**src/rtl/hsrc_pkg.sv**
```systemverilog
// ----------------------------------------------------------------------------
// hsrc_pkg
// types, codes and constants shared by the half-step stepper ramp controller
// ----------------------------------------------------------------------------
package hsrc_pkg;

  // field widths
  localparam int RATE_W     = 16;  // step_rate
  localparam int RAMP_W     = 24;  // ramp_steps, divider remainder
  localparam int TICK_W     = 20;  // tick_rate, interval, wait counter
  localparam int COUNT_IN_W = 24;  // step_count field
  localparam int COILS_W    = 4;
  localparam int PHASE_W    = 3;
  localparam int OP_W       = 2;
  localparam int STATUS_W   = 2;
  localparam int CFG_IDX_W  = 2;
  localparam int CFG_DATA_W = 24;

  // divider sequencing
  localparam int                  DIV_CNT_W      = 5;
  localparam logic [DIV_CNT_W-1:0] RATE_DIV_STEPS = 5'd16;
  localparam logic [DIV_CNT_W-1:0] TICK_DIV_STEPS = 5'd20;

  localparam logic [TICK_W-1:0] TICK_RATE_RST = 20'd1000;

  // register indexes
  localparam logic [CFG_IDX_W-1:0] REG_STEP_RATE  = 2'd0;
  localparam logic [CFG_IDX_W-1:0] REG_RAMP_STEPS = 2'd1;
  localparam logic [CFG_IDX_W-1:0] REG_TICK_RATE  = 2'd2;

  // half-step coil patterns: A+, A+B+, B+, B+A-, A-, A-B-, B-, A+B-
  localparam logic [COILS_W-1:0] COIL_TABLE [8] = '{
    4'h8, 4'hC, 4'h4, 4'h6, 4'h2, 4'h3, 4'h1, 4'h9
  };

  typedef enum logic [OP_W-1:0] {
    OP_TICK    = 2'd0,
    OP_ROTATE  = 2'd1,
    OP_LOCK    = 2'd2,
    OP_DISABLE = 2'd3
  } op_e;

  typedef enum logic [STATUS_W-1:0] {
    RS_IDLE = 2'd0,
    RS_RUN  = 2'd1,
    RS_LOCK = 2'd2,
    RS_OFF  = 2'd3
  } run_status_e;

  typedef enum logic [2:0] {
    CS_IDLE,
    CS_SELECT,
    CS_MULT,
    CS_LAUNCH,
    CS_DIV_RATE,
    CS_DIV_TICK
  } ctrl_state_e;

  // controller to datapath
  typedef struct packed {
    logic accept;
    logic sel_en;
    logic mul_en;
    logic start_rate;
    logic start_tick;
    logic load_interval;
  } hsrc_cmd_t;

  // datapath to controller
  typedef struct packed {
    logic step_now;
    logic need_div;
    logic div_busy;
    logic out_busy;
  } hsrc_stat_t;

endpackage

```
**src/rtl/hsrc_if.sv**
```systemverilog
// ----------------------------------------------------------------------------
// hsrc channel interfaces
// command input, result output and register write channels
// ----------------------------------------------------------------------------
interface hsrc_in_if;
  logic        valid;
  logic        ready;
  logic [1:0]  op;
  logic        direction;
  logic [23:0] step_count;

  modport source (output valid, op, direction, step_count, input ready);
  modport sink   (input valid, op, direction, step_count, output ready);
endinterface

interface hsrc_out_if;
  logic       valid;
  logic       ready;
  logic [3:0] coils;
  logic [1:0] status;
  logic       done_res;
  logic [2:0] phase;

  modport source (output valid, coils, status, done_res, phase, input ready);
  modport sink   (input valid, coils, status, done_res, phase, output ready);
endinterface

interface hsrc_cfg_if;
  logic        valid;
  logic        ready;
  logic [1:0]  index;
  logic [23:0] data;

  modport source (output valid, index, data, input ready);
  modport sink   (input valid, index, data, output ready);
endinterface

```
**src/rtl/hsrc_div.sv**
```systemverilog
// ----------------------------------------------------------------------------
// hsrc_div
// restoring divider, one quotient bit per cycle, shared by both divisions
// ----------------------------------------------------------------------------
module hsrc_div import hsrc_pkg::*; (
  input  logic                 clk_i,
  input  logic                 rst_ni,
  input  logic                 start_i,
  input  logic [RAMP_W-1:0]    rem_i,
  input  logic [TICK_W-1:0]    dvd_i,
  input  logic [RAMP_W-1:0]    divisor_i,
  input  logic [DIV_CNT_W-1:0] iters_i,
  output logic                 busy_o,
  output logic [TICK_W-1:0]    quot_o
);

  logic                 busy_q;
  logic [DIV_CNT_W-1:0] cnt_q;
  logic [RAMP_W-1:0]    rem_q;
  logic [RAMP_W-1:0]    div_q;
  logic [TICK_W-1:0]    quo_q;
  logic [RAMP_W:0]      shifted;
  logic [RAMP_W:0]      diff;
  logic                 ge;

  // partial remainder takes the next dividend bit from the top of the quotient register
  assign shifted = {rem_q, quo_q[TICK_W-1]};
  assign diff    = shifted - {1'b0, div_q};
  assign ge      = ~diff[RAMP_W];

  always_ff @(posedge clk_i or negedge rst_ni) begin
    if (!rst_ni) begin
      busy_q <= 1'b0;
      cnt_q  <= '0;
    end else if (start_i) begin
      busy_q <= 1'b1;
      cnt_q  <= iters_i;
    end else if (busy_q) begin
      cnt_q <= cnt_q - DIV_CNT_W'(1);
      if (cnt_q == DIV_CNT_W'(1)) begin
        busy_q <= 1'b0;
      end
    end
  end

  always_ff @(posedge clk_i) begin
    if (start_i) begin
      rem_q <= rem_i;
      quo_q <= dvd_i;
      div_q <= divisor_i;
    end else if (busy_q) begin
      rem_q <= ge ? diff[RAMP_W-1:0] : shifted[RAMP_W-1:0];
      quo_q <= {quo_q[TICK_W-2:0], ge};
    end
  end

  assign busy_o = busy_q;
  assign quot_o = quo_q;

endmodule

```
**src/rtl/hsrc_dp.sv**
```systemverilog
// ----------------------------------------------------------------------------
// hsrc_dp
// motor state, config registers, ramp select, multiplier and interval divider
// ----------------------------------------------------------------------------
module hsrc_dp import hsrc_pkg::*; #(
  parameter int COUNT_WIDTH = 24
) (
  input  logic                  clk_i,
  input  logic                  rst_ni,
  input  hsrc_cmd_t             cmd_i,
  output hsrc_stat_t            stat_o,
  input  logic [OP_W-1:0]       in_op_i,
  input  logic                  in_dir_i,
  input  logic [COUNT_IN_W-1:0] in_count_i,
  input  logic                  cfg_we_i,
  input  logic [CFG_IDX_W-1:0]  cfg_index_i,
  input  logic [CFG_DATA_W-1:0] cfg_data_i,
  input  logic                  out_ready_i,
  output logic                  out_valid_o,
  output logic [COILS_W-1:0]    out_coils_o,
  output logic [STATUS_W-1:0]   out_status_o,
  output logic                  out_done_o,
  output logic [PHASE_W-1:0]    out_phase_o
);

  localparam int CmpW = (COUNT_WIDTH > RAMP_W ? COUNT_WIDTH : RAMP_W) + 1;
  localparam int PrdW = RATE_W + COUNT_WIDTH;

  // config
  logic [RATE_W-1:0] step_rate_q;
  logic [RAMP_W-1:0] ramp_steps_q;
  logic [TICK_W-1:0] tick_rate_q;

  // motor state
  logic [PHASE_W-1:0]     phase_q, phase_d;
  logic [TICK_W-1:0]      wait_q, wait_d;
  logic [TICK_W-1:0]      interval_q;
  logic [COUNT_WIDTH-1:0] cnt_q, cnt_d;
  logic [COUNT_WIDTH-1:0] target_q, target_d;
  logic                   dir_q, dir_d;
  run_status_e            run_q, run_d;
  logic [COILS_W-1:0]     coil_q, coil_d;
  logic                   done_q, done_d;
  logic                   out_valid_q;

  // ramp pipeline
  logic [COUNT_WIDTH-1:0] x_q, x_d;
  logic                   need_div_q, need_div_d;
  logic [PrdW-1:0]        prod_q;

  logic [COUNT_WIDTH-1:0] cnt_inc;
  logic [COUNT_WIDTH-1:0] new_target;
  logic [COUNT_WIDTH-1:0] left;
  logic [CmpW-1:0]        t_w, d_w, r_w, left_w;
  logic [RATE_W-1:0]      rate_raw, rate_eff;
  logic                   div_busy;
  logic [TICK_W-1:0]      quot;
  logic [RAMP_W-1:0]      div_rem;
  logic [TICK_W-1:0]      div_dvd;
  logic [RAMP_W-1:0]      div_divisor;
  logic [DIV_CNT_W-1:0]   div_iters;

  // config writes, out-of-range indexes ignored
  always_ff @(posedge clk_i or negedge rst_ni) begin
    if (!rst_ni) begin
      step_rate_q  <= '0;
      ramp_steps_q <= '0;
      tick_rate_q  <= TICK_RATE_RST;
    end else if (cfg_we_i) begin
      unique case (cfg_index_i)
        REG_STEP_RATE:  step_rate_q  <= cfg_data_i[RATE_W-1:0];
        REG_RAMP_STEPS: ramp_steps_q <= cfg_data_i[RAMP_W-1:0];
        REG_TICK_RATE:  tick_rate_q  <= cfg_data_i[TICK_W-1:0];
        default: ;
      endcase
    end
  end

  assign cnt_inc    = cnt_q + COUNT_WIDTH'(1);
  assign new_target = COUNT_WIDTH'(in_count_i);

  assign stat_o.step_now = (op_e'(in_op_i) == OP_TICK) && (run_q == RS_RUN) &&
                           !(wait_q < interval_q);
  assign stat_o.need_div = need_div_q;
  assign stat_o.div_busy = div_busy;
  assign stat_o.out_busy = out_valid_q && !out_ready_i;

  // item processing at the accepting edge
  always_comb begin
    phase_d  = phase_q;
    wait_d   = wait_q;
    cnt_d    = cnt_q;
    target_d = target_q;
    dir_d    = dir_q;
    run_d    = run_q;
    coil_d   = coil_q;
    done_d   = 1'b0;
    case (op_e'(in_op_i))
      OP_TICK: begin
        if (run_q == RS_RUN) begin
          if (wait_q < interval_q) begin
            wait_d = wait_q + TICK_W'(1);
          end else begin
            wait_d  = '0;
            coil_d  = COIL_TABLE[phase_q];
            phase_d = dir_q ? phase_q - PHASE_W'(1) : phase_q + PHASE_W'(1);
            cnt_d   = cnt_inc;
            if (cnt_inc == target_q) begin
              run_d  = RS_LOCK;
              done_d = 1'b1;
            end
          end
        end
      end
      OP_ROTATE: begin
        target_d = new_target;
        cnt_d    = '0;
        dir_d    = in_dir_i;
        wait_d   = '0;
        if (new_target == '0) begin
          coil_d = COIL_TABLE[phase_q];
          run_d  = RS_LOCK;
          done_d = 1'b1;
        end else begin
          run_d = RS_RUN;
        end
      end
      OP_LOCK: begin
        coil_d = COIL_TABLE[phase_q];
        run_d  = RS_LOCK;
      end
      default: begin
        coil_d = '0;
        run_d  = RS_OFF;
      end
    endcase
  end

  always_ff @(posedge clk_i or negedge rst_ni) begin
    if (!rst_ni) begin
      phase_q     <= '0;
      wait_q      <= '0;
      interval_q  <= '0;
      cnt_q       <= '0;
      target_q    <= '0;
      dir_q       <= 1'b0;
      run_q       <= RS_IDLE;
      coil_q      <= '0;
      done_q      <= 1'b0;
      out_valid_q <= 1'b0;
    end else begin
      if (cmd_i.accept) begin
        phase_q  <= phase_d;
        wait_q   <= wait_d;
        cnt_q    <= cnt_d;
        target_q <= target_d;
        dir_q    <= dir_d;
        run_q    <= run_d;
        coil_q   <= coil_d;
        done_q   <= done_d;
      end
      if (cmd_i.load_interval) begin
        interval_q <= quot;
      end
      if (cmd_i.accept) begin
        out_valid_q <= 1'b1;
      end else if (out_ready_i) begin
        out_valid_q <= 1'b0;
      end
    end
  end

  // ramp segment: accelerate, cruise or decelerate
  assign left   = (target_q >= cnt_q) ? target_q - cnt_q : '0;
  assign t_w    = CmpW'(target_q);
  assign d_w    = CmpW'(cnt_q);
  assign r_w    = CmpW'(ramp_steps_q);
  assign left_w = CmpW'(left);

  always_comb begin
    need_div_d = 1'b1;
    x_d        = left;
    if ((r_w << 1) > t_w) begin
      x_d = (d_w < (t_w >> 1)) ? cnt_q : left;
    end else if (d_w < r_w) begin
      x_d = cnt_q;
    end else if (left_w < r_w) begin
      x_d = left;
    end else begin
      need_div_d = 1'b0;
    end
  end

  always_ff @(posedge clk_i) begin
    if (cmd_i.sel_en) begin
      x_q        <= x_d;
      need_div_q <= need_div_d;
    end
    if (cmd_i.mul_en) begin
      prod_q <= PrdW'(step_rate_q) * PrdW'(x_q);
    end
  end

  // rate of zero counts as one
  assign rate_raw = need_div_q ? quot[RATE_W-1:0] : step_rate_q;
  assign rate_eff = (rate_raw == '0) ? RATE_W'(1) : rate_raw;

  // first pass: s*x / r, quotient known to fit RATE_W bits
  // second pass: tick_rate / rate
  assign div_rem     = cmd_i.start_rate ? RAMP_W'(prod_q >> RATE_W) : '0;
  assign div_dvd     = cmd_i.start_rate ?
                       {prod_q[RATE_W-1:0], {(TICK_W-RATE_W){1'b0}}} : tick_rate_q;
  assign div_divisor = cmd_i.start_rate ? ramp_steps_q : RAMP_W'(rate_eff);
  assign div_iters   = cmd_i.start_rate ? RATE_DIV_STEPS : TICK_DIV_STEPS;

  hsrc_div u_div (
    .clk_i     (clk_i),
    .rst_ni    (rst_ni),
    .start_i   (cmd_i.start_rate | cmd_i.start_tick),
    .rem_i     (div_rem),
    .dvd_i     (div_dvd),
    .divisor_i (div_divisor),
    .iters_i   (div_iters),
    .busy_o    (div_busy),
    .quot_o    (quot)
  );

  assign out_valid_o  = out_valid_q;
  assign out_coils_o  = coil_q;
  assign out_status_o = run_q;
  assign out_done_o   = done_q;
  assign out_phase_o  = phase_q;

endmodule

```
**src/rtl/hsrc_ctrl.sv**
```systemverilog
// ----------------------------------------------------------------------------
// hsrc_ctrl
// sequencer for item acceptance and the interval recompute after each step
// ----------------------------------------------------------------------------
module hsrc_ctrl import hsrc_pkg::*; (
  input  logic       clk_i,
  input  logic       rst_ni,
  input  logic       in_valid_i,
  output logic       in_ready_o,
  input  hsrc_stat_t stat_i,
  output hsrc_cmd_t  cmd_o
);

  ctrl_state_e state_q, state_d;

  always_ff @(posedge clk_i or negedge rst_ni) begin
    if (!rst_ni) begin
      state_q <= CS_IDLE;
    end else begin
      state_q <= state_d;
    end
  end

  always_comb begin
    state_d    = state_q;
    cmd_o      = '0;
    in_ready_o = 1'b0;
    unique case (state_q)
      CS_IDLE: begin
        in_ready_o   = !stat_i.out_busy;
        cmd_o.accept = in_valid_i && in_ready_o;
        if (cmd_o.accept && stat_i.step_now) begin
          state_d = CS_SELECT;
        end
      end
      CS_SELECT: begin
        cmd_o.sel_en = 1'b1;
        state_d      = CS_MULT;
      end
      CS_MULT: begin
        cmd_o.mul_en = 1'b1;
        state_d      = CS_LAUNCH;
      end
      CS_LAUNCH: begin
        if (stat_i.need_div) begin
          cmd_o.start_rate = 1'b1;
          state_d          = CS_DIV_RATE;
        end else begin
          cmd_o.start_tick = 1'b1;
          state_d          = CS_DIV_TICK;
        end
      end
      CS_DIV_RATE: begin
        if (!stat_i.div_busy) begin
          cmd_o.start_tick = 1'b1;
          state_d          = CS_DIV_TICK;
        end
      end
      CS_DIV_TICK: begin
        if (!stat_i.div_busy) begin
          cmd_o.load_interval = 1'b1;
          state_d             = CS_IDLE;
        end
      end
      default: state_d = CS_IDLE;
    endcase
  end

endmodule

```
**src/rtl/half_step_stepper_ramp_controller_core.sv**
```systemverilog
// ----------------------------------------------------------------------------
// half_step_stepper_ramp_controller_core
// two-phase stepper driver, half-step coil sequence with a linear speed ramp
// ----------------------------------------------------------------------------
// usage:
//   in_i carries one command per transfer: tick, rotate (direction and
//   half-step count), lock or disable. every accepted command produces
//   exactly one transfer on out_o: coil drive, status, done flag and phase.
//   cfg_i writes step_rate, ramp_steps and tick_rate; it is always ready and
//   should only be written while no command is in flight.
// timing:
//   a result is registered in the cycle after its command is accepted.
//   commands that take no step are accepted every cycle while the
//   receiver keeps taking results. a tick that takes a step recomputes the
//   step interval before the next command is accepted: while ramping this
//   runs select, multiply, the s*x/r division and the tick_rate/rate
//   division, plus handoff steps; at cruise the s*x/r division is skipped.
// reset:
//   coils off, status idle, phase 0, tick_rate 1000, other config and motor-state registers zero.
// stall:
//   a result held by a stalled receiver stays on out_o unchanged; the next
//   command is taken in the same cycle the held result transfers.
// ----------------------------------------------------------------------------
module half_step_stepper_ramp_controller_core import hsrc_pkg::*; #(
  parameter int COUNT_WIDTH = 24
) (
  input  logic      clk_i,
  input  logic      rst_ni,
  hsrc_in_if.sink   in_i,
  hsrc_out_if.source out_o,
  hsrc_cfg_if.sink  cfg_i
);

  hsrc_cmd_t  cmd;
  hsrc_stat_t stat;
  logic       in_ready;

  // register writes never stall
  assign cfg_i.ready = 1'b1;
  assign in_i.ready  = in_ready;

  // controller: owns acceptance and the recompute sequence
  hsrc_ctrl u_ctrl (
    .clk_i      (clk_i),
    .rst_ni     (rst_ni),
    .in_valid_i (in_i.valid),
    .in_ready_o (in_ready),
    .stat_i     (stat),
    .cmd_o      (cmd)
  );

  // datapath: motor state doubles as the output register
  hsrc_dp #(
    .COUNT_WIDTH (COUNT_WIDTH)
  ) u_dp (
    .clk_i        (clk_i),
    .rst_ni       (rst_ni),
    .cmd_i        (cmd),
    .stat_o       (stat),
    .in_op_i      (in_i.op),
    .in_dir_i     (in_i.direction),
    .in_count_i   (in_i.step_count),
    .cfg_we_i     (cfg_i.valid),
    .cfg_index_i  (cfg_i.index),
    .cfg_data_i   (cfg_i.data),
    .out_ready_i  (out_o.ready),
    .out_valid_o  (out_o.valid),
    .out_coils_o  (out_o.coils),
    .out_status_o (out_o.status),
    .out_done_o   (out_o.done_res),
    .out_phase_o  (out_o.phase)
  );

endmodule

```
**src/flat_wrapper.sv**
```systemverilog
// flat-port wrapper written by rule: the top's interface ports become plain ports
module half_step_stepper_ramp_controller_core_flat import hsrc_pkg::*;
#(
  parameter int COUNT_WIDTH = 24
)
  (clk_i, rst_ni, in_i_valid, in_i_op, in_i_direction, in_i_step_count, in_i_ready, out_o_valid, out_o_coils, out_o_status, out_o_done_res, out_o_phase, out_o_ready, cfg_i_valid, cfg_i_index, cfg_i_data, cfg_i_ready);
  hsrc_in_if in_i_i ();
  hsrc_out_if out_o_i ();
  hsrc_cfg_if cfg_i_i ();
  input  logic clk_i;
  input  logic rst_ni;
  input wire logic [$bits(in_i_i.valid)-1:0] in_i_valid;
  input wire logic [$bits(in_i_i.op)-1:0] in_i_op;
  input wire logic [$bits(in_i_i.direction)-1:0] in_i_direction;
  input wire logic [$bits(in_i_i.step_count)-1:0] in_i_step_count;
  output wire logic [$bits(in_i_i.ready)-1:0] in_i_ready;
  output wire logic [$bits(out_o_i.valid)-1:0] out_o_valid;
  output wire logic [$bits(out_o_i.coils)-1:0] out_o_coils;
  output wire logic [$bits(out_o_i.status)-1:0] out_o_status;
  output wire logic [$bits(out_o_i.done_res)-1:0] out_o_done_res;
  output wire logic [$bits(out_o_i.phase)-1:0] out_o_phase;
  input wire logic [$bits(out_o_i.ready)-1:0] out_o_ready;
  input wire logic [$bits(cfg_i_i.valid)-1:0] cfg_i_valid;
  input wire logic [$bits(cfg_i_i.index)-1:0] cfg_i_index;
  input wire logic [$bits(cfg_i_i.data)-1:0] cfg_i_data;
  output wire logic [$bits(cfg_i_i.ready)-1:0] cfg_i_ready;
  assign in_i_i.valid = in_i_valid;
  assign in_i_i.op = in_i_op;
  assign in_i_i.direction = in_i_direction;
  assign in_i_i.step_count = in_i_step_count;
  assign in_i_ready = in_i_i.ready;
  assign out_o_valid = out_o_i.valid;
  assign out_o_coils = out_o_i.coils;
  assign out_o_status = out_o_i.status;
  assign out_o_done_res = out_o_i.done_res;
  assign out_o_phase = out_o_i.phase;
  assign out_o_i.ready = out_o_ready;
  assign cfg_i_i.valid = cfg_i_valid;
  assign cfg_i_i.index = cfg_i_index;
  assign cfg_i_i.data = cfg_i_data;
  assign cfg_i_ready = cfg_i_i.ready;
  half_step_stepper_ramp_controller_core #(.COUNT_WIDTH(COUNT_WIDTH)) u_core (.clk_i(clk_i), .rst_ni(rst_ni), .in_i(in_i_i), .out_o(out_o_i), .cfg_i(cfg_i_i));
endmodule
```
**config.mk**
```make
export PLATFORM = sky130hd
export DESIGN_NAME = half_step_stepper_ramp_controller_core_flat
export DESIGN_NICKNAME = d
export VERILOG_FILES = /design/src/rtl/hsrc_pkg.sv /design/src/rtl/hsrc_if.sv /design/src/rtl/hsrc_div.sv /design/src/rtl/hsrc_dp.sv /design/src/rtl/hsrc_ctrl.sv /design/src/rtl/half_step_stepper_ramp_controller_core.sv /design/src/flat_wrapper.sv
export SDC_FILE = /design/constraint.sdc
export NUM_CORES = 2
export LEC_CHECK = 0
export ABC_AREA = 1
export ABC_CLOCK_PERIOD_IN_PS = 7800
export BUFFER_PORTS_ARGS = -buffer_cell sky130_fd_sc_hd__buf_4
export CAP_MARGIN = 0
export CORE_ASPECT_RATIO = 1.2
export CORE_MARGIN = 2
export CORE_UTILIZATION = 65
export DETAILED_ROUTE_END_ITERATION = 8
export GPL_ROUTABILITY_DRIVEN = 1
export PLACE_DENSITY = 0.87
export SLEW_MARGIN = 0
export SYNTH_ARGS = -nofsm -noshare
export SYNTH_HDL_FRONTEND = slang
export SYNTH_SLANG_ARGS = --single-unit
```
**constraint.sdc**
```tcl
create_clock -name clk_i -period 7.8 [get_ports clk_i]
set_input_delay 0 -clock clk_i [delete_from_list [all_inputs] [get_ports clk_i]]
set_output_delay 0 -clock clk_i [all_outputs]
set_load 0.03 [all_outputs]
```
==> implementation parameters <==
Parameter                              Value

Synthesis
  Syn Std Cell Area    31700 µm²
  Area leader, netlist    sky130_fd_sc_hd__fa_1
  Synthesized area per cell    7.84 µm²
  Synth Area in Compound Gates    10.0%
  Yosys top cell area share    19.5%
  Sequential share of the synthesized area    26.0%
  Number of cells produced by synthesis    4039
  Count of flip-flops with a built-in enable after synthesis    133
  Area share of and/or/nand/nor cells after synthesis    19.2%
  Count of state elements after synthesis    302
  Synth top area cells    sky130_fd_sc_hd__fa_1 20%, sky130_fd_sc_hd__dfrtp_1 13%, sky130_fd_sc_hd__edfxtp_1 13%
  Largest family of logic cells by synthesized area    adder cells
  Synthesized net count    4680
  Primary FF master, synth    sky130_fd_sc_hd__dfrtp_1
  Multiplexer area fraction after synthesis    0%
  Share of flip-flops with an asynchronous set or reset after synthesis    56.0%
  Fraction of the mapped netlist area in adder cells    30.4%
  Synthesis warning total    0
  Unique masters post-synth    52
  XOR/XNOR Fraction of Synth Area    2.53%

Placed design
  Routability-driven placement congestion ratio    1.03
  Post-Place Cells    4611
  Detail Placement HPWL    77400 µm
  Post-Place Cell Area    32600 µm²
  Total of buffers placed on input and output ports    69

Finish
  Final standard cell count with taps included and fillers excluded    4733
  Growth of design area from synthesis to finish    8.34%
  Multi-input gate area in the final layout    19700 µm²
  Fraction of final layout cells with drive strength greater than 1    5.27%
  Final-layout fill cell count    3685
  Final layout net count    4716
  Post-route standard cell area excluding fillers    34300 µm²
  End-of-flow core utilization    71.3%
  FF+latch area    8230 µm²

Critical path
  Chain of cells forming the critical path    nand2_1 > fa_1 > inv_1 > fa_1 > fa_1 > fa_1 > fa_1 > inv_1 > fa_1 > inv_1 > ha_1 > nand2_1 > nor2_1 > nand2_1 > nor4_1 > and2_1 > nor2_1 > o21bai_2 > nand2_1 > nand2_1 > xor2_1
  Arrival @ worst endpoint    7.27 ns
  Launching element of the worst setup path    u_core.u_dp.step_rate_q[10]$_DFFE_PN0P_
  Reg2Reg Depth    21
  Worst endpoint required time    8.10 ns
  Critical Path Most Common Cell    sky130_fd_sc_hd__fa_1
  Worst setup slack for register-to-register paths    0.82 ns
  Critical path's largest stage delay    1.11 ns
  Delay-heaviest family, CP    adder cells
  Number of buffers and inverters on the critical path    3
  FF-to-FF End    u_core.u_dp.prod_q[32]$_DFFE_PP_
  Peak fanout along the critical path    26
  Critical register-to-register path startpoint    u_core.u_dp.step_rate_q[10]$_DFFE_PN0P_
  Destination of the critical timing path    u_core.u_dp.prod_q[32]$_DFFE_PP_
  Classification of the worst setup path    reg2reg
  Total number of cells along the worst setup path    21
  Critical path endpoint category    flip-flop
  Type of origin of the critical path    flip-flop
  Critical-path top delay cell    sky130_fd_sc_hd__dfrtp_1

Detailed routing
  Number of remaining DRC errors    0
  First-pass iteration count of the detailed router    6
  Number of violations reported at the end of detailed-routing iteration 0    3011
  DR vias    28300
  Detailed-route wire length    101000 µm
  Final routed wire length divided by cell count    21.3 µm
  Number of nets with antenna violations after routing    0
  Average vias per placed instance    5.98

Global routing
  Global-route total usage across every layer    41.0%
  Via count of the first global-routing pass    28700
  Global-route wire length before repair    156000 µm
  Largest net degree at the start of global routing    108
  Overall overflow remaining after global route    0
  Number of antenna violations at the first check in global routing    3

Timing
  Final worst path period need    6.98 ns
  Pin slew with the least headroom to its limit    1.16 ns
  Final-report hold violation count    0
  Peak clock frequency supported by timing    143 MHz
  Max-slew headroom at the worst pin    22.5%
  # setup viols final    0
  Max Clock Skew    0.0439 ns
  Final number of max-transition violations    0
  Ratio of final minimum period to clock period    89.5%
  Total Negative Setup Slacks    0 ns
  RSZ-0062 raised after global routing    false

Floorplanning
  Floorplan die height    246 µm
  Total I/O pin count    71
  DIE AREA    50500 µm²
  Std cell rows    88
  Die X-Extent    205 µm
  Initial core utilization    65.8%
  Area of the core    48100 µm²

Clock tree
  Post-CTS clock slew at the launch and capture registers of the worst setup and hold paths    0.07 ns
  Clock sink count    302
  Clock tree from TritonCTS    built
  CTS H-tree lvls    2
  Cell at the root of the clock tree    sky130_fd_sc_hd__clkbuf_16
  Clock latency reported for the late side of the worst-skew pair    0.58 ns
  Total of hold buffers inserted after clock tree synthesis    58
  CTS max path bufs    3
  Postcts setup bufs    0
  Cts repair resizes    0
  TritonCTS Buffers    34

Run status
  Status    finished, final reports clean

Worst hold path
  Tightest Hold Check Type    in2reg

Run
  Max Cap Violations    0
==> through the flow <==
step,hold WS (ns),setup slack (ns)
after CTS,0.0312,0.939
after detailed placement,0.204,0.954
final,0.0898,0.822
after global placement,0.209,0.971
after global routing,0.101,0.554
after floorplan,-0.296,1.89
==> cells in the final DEF, fill, tap and decap left out, types with 4 or more instances in the layout <==
cell type / n
sky130_fd_sc_hd__o211ai_1: 23
sky130_fd_sc_hd__a31oi_1: 32
sky130_fd_sc_hd__a211oi_1: 7
sky130_fd_sc_hd__o21ai_1: 15
sky130_fd_sc_hd__nand2_1: 1045
sky130_fd_sc_hd__nand2_2: 10
sky130_fd_sc_hd__nor3_1: 31
sky130_fd_sc_hd__buf_4: 94
sky130_fd_sc_hd__inv_2: 4
sky130_fd_sc_hd__o221ai_1: 6
sky130_fd_sc_hd__xnor2_1: 29
sky130_fd_sc_hd__clkbuf_8: 8
sky130_fd_sc_hd__dfrtp_1: 163
sky130_fd_sc_hd__o21a_1: 9
sky130_fd_sc_hd__xor2_1: 58
sky130_fd_sc_hd__nand4_1: 33
sky130_fd_sc_hd__inv_6: 8
sky130_fd_sc_hd__nor2_2: 10
sky130_fd_sc_hd__nand3b_1: 4
sky130_fd_sc_hd__clkbuf_16: 34
sky130_fd_sc_hd__ha_1: 274
sky130_fd_sc_hd__and2_1: 4
sky130_fd_sc_hd__o21ai_0: 249
sky130_fd_sc_hd__a21oi_1: 176
sky130_fd_sc_hd__edfxtp_1: 133
sky130_fd_sc_hd__a21o_1: 15
sky130_fd_sc_hd__or2_2: 18
sky130_fd_sc_hd__clkinv_2: 4
sky130_fd_sc_hd__nor2_4: 4
sky130_fd_sc_hd__nor4_1: 15
sky130_fd_sc_hd__nand3_1: 109
sky130_fd_sc_hd__dlygate4sd3_1: 58
sky130_fd_sc_hd__nor2_1: 208
sky130_fd_sc_hd__o31ai_1: 14
sky130_fd_sc_hd__o22ai_1: 4
sky130_fd_sc_hd__dfstp_2: 6
sky130_fd_sc_hd__inv_1: 836
sky130_fd_sc_hd__o21bai_1: 7
sky130_fd_sc_hd__fa_1: 309
==> flip-flops by register name, indices dropped and copies added, names as in the netlist, 16 cells and up <==
name and flops:
u_core.u_dp.x_q 24, u_core.u_dp.interval_q 20, u_core.u_dp.step_rate_q 16, u_core.u_dp.cnt_q 24, u_core.u_dp.ramp_steps_q 24, u_core.u_dp.prod_q 40
u_core.u_dp.wait_q 20, u_core.u_dp.u_div.rem_q 24, u_core.u_dp.target_q 24, u_core.u_dp.u_div.div_q 24, u_core.u_dp.tick_rate_q 20, u_core.u_dp.u_div.quot_o 20
==> per-layer routing <==
metal / wire length [µm] / GRT usage [%] / up-vias / part of all wire, %
met5: 26 / 0 / - / 0.026
met4: 9740 / 31.5 / 4 / 9.6
met3: 9090 / 7.45 / 523 / 9.0
met2: 47400 / 66.7 / 1685 / 47
met1: 34700 / 48.0 / 13400 / 34
li1: - / - / 12600 / -
==> how the worst min path moves through the flow <==
stage / slack [ns] / cells after the start / end / startpoint
after floorplan: -0.30 / 0 / u_core.u_ctrl.state_q[0]$_DFFE_PN0P_ / rst_ni
after global placement: 0.21 / 1 / u_core.u_dp.out_coils_o[3]$_DFFE_PN0P_ / rst_ni
after CTS: 0.03 / 5 / u_core.u_dp.ramp_steps_q[17]$_DFFE_PN0P_ / cfg_i_valid
final: 0.09 / 5 / u_core.u_dp.ramp_steps_q[1]$_DFFE_PN0P_ / cfg_i_valid
after detailed placement: 0.20 / 1 / u_core.u_dp.out_coils_o[0]$_DFFE_PN0P_ / rst_ni
after global routing: 0.10 / 5 / u_core.u_dp.ramp_steps_q[1]$_DFFE_PN0P_ / cfg_i_valid
==> layout make-up <==
class | instances | area share, %
sequential | 302 | 24.0
clock inverter | 17 | 0.481
inverter | 842 | 9.21
multi-input combinational | 2742 | 57.4
antenna | 2 | 0.0146
timing repair buffer | 153 | 3.78
tap | 630 | 2.30
clock buffer | 45 | 2.83
==> cell families (layout without fill, tap and decap cells) <==
family | count (synthesis) | count (layout)
XOR/XNOR | 89 | 89
buffers and inverters | 995 | 1057
flip-flops | 302 | 302
AO/OA/AOI/OAI | 573 | 573
adder cells (fa/ha/maj) | 583 | 583
other | 1 | 3
AND/OR/NAND/NOR | 1496 | 1496
==> worst reg2reg max path, cell delays in order (launching register included) <==
cell	delay (ns)
sky130_fd_sc_hd__dfrtp_1	1.11
sky130_fd_sc_hd__nand2_1	0.24
sky130_fd_sc_hd__fa_1	0.61
sky130_fd_sc_hd__inv_1	0.06
sky130_fd_sc_hd__fa_1	0.51
sky130_fd_sc_hd__fa_1	0.53
sky130_fd_sc_hd__fa_1	0.53
sky130_fd_sc_hd__fa_1	0.55
sky130_fd_sc_hd__inv_1	0.05
sky130_fd_sc_hd__fa_1	0.52
sky130_fd_sc_hd__inv_1	0.04
sky130_fd_sc_hd__ha_1	0.35
sky130_fd_sc_hd__nand2_1	0.10
sky130_fd_sc_hd__nor2_1	0.16
sky130_fd_sc_hd__nand2_1	0.10
sky130_fd_sc_hd__nor4_1	0.54
sky130_fd_sc_hd__and2_1	0.23
sky130_fd_sc_hd__nor2_1	0.09
sky130_fd_sc_hd__o21bai_2	0.18
sky130_fd_sc_hd__nand2_1	0.08
sky130_fd_sc_hd__nand2_1	0.07
sky130_fd_sc_hd__xor2_1	0.06
==> cell usage after synthesis (18+ instances only) <==
master and instances:
sky130_fd_sc_hd__a21oi_1 176, sky130_fd_sc_hd__or2_2 18, sky130_fd_sc_hd__nand3_1 109, sky130_fd_sc_hd__dfrtp_1 163
sky130_fd_sc_hd__nor2_1 209, sky130_fd_sc_hd__nand2_1 1047, sky130_fd_sc_hd__nor3_1 33, sky130_fd_sc_hd__fa_1 309
sky130_fd_sc_hd__xnor2_1 29, sky130_fd_sc_hd__nand4_1 33, sky130_fd_sc_hd__xor2_1 58, sky130_fd_sc_hd__o211ai_1 23
sky130_fd_sc_hd__a31oi_1 32, sky130_fd_sc_hd__o21ai_0 249, sky130_fd_sc_hd__ha_1 274, sky130_fd_sc_hd__inv_1 836
sky130_fd_sc_hd__edfxtp_1 133, sky130_fd_sc_hd__clkbuf_1 134
Power is not shown: default switching activity piles up to over one toggle a cycle in this logic, so the estimate is an artifact.
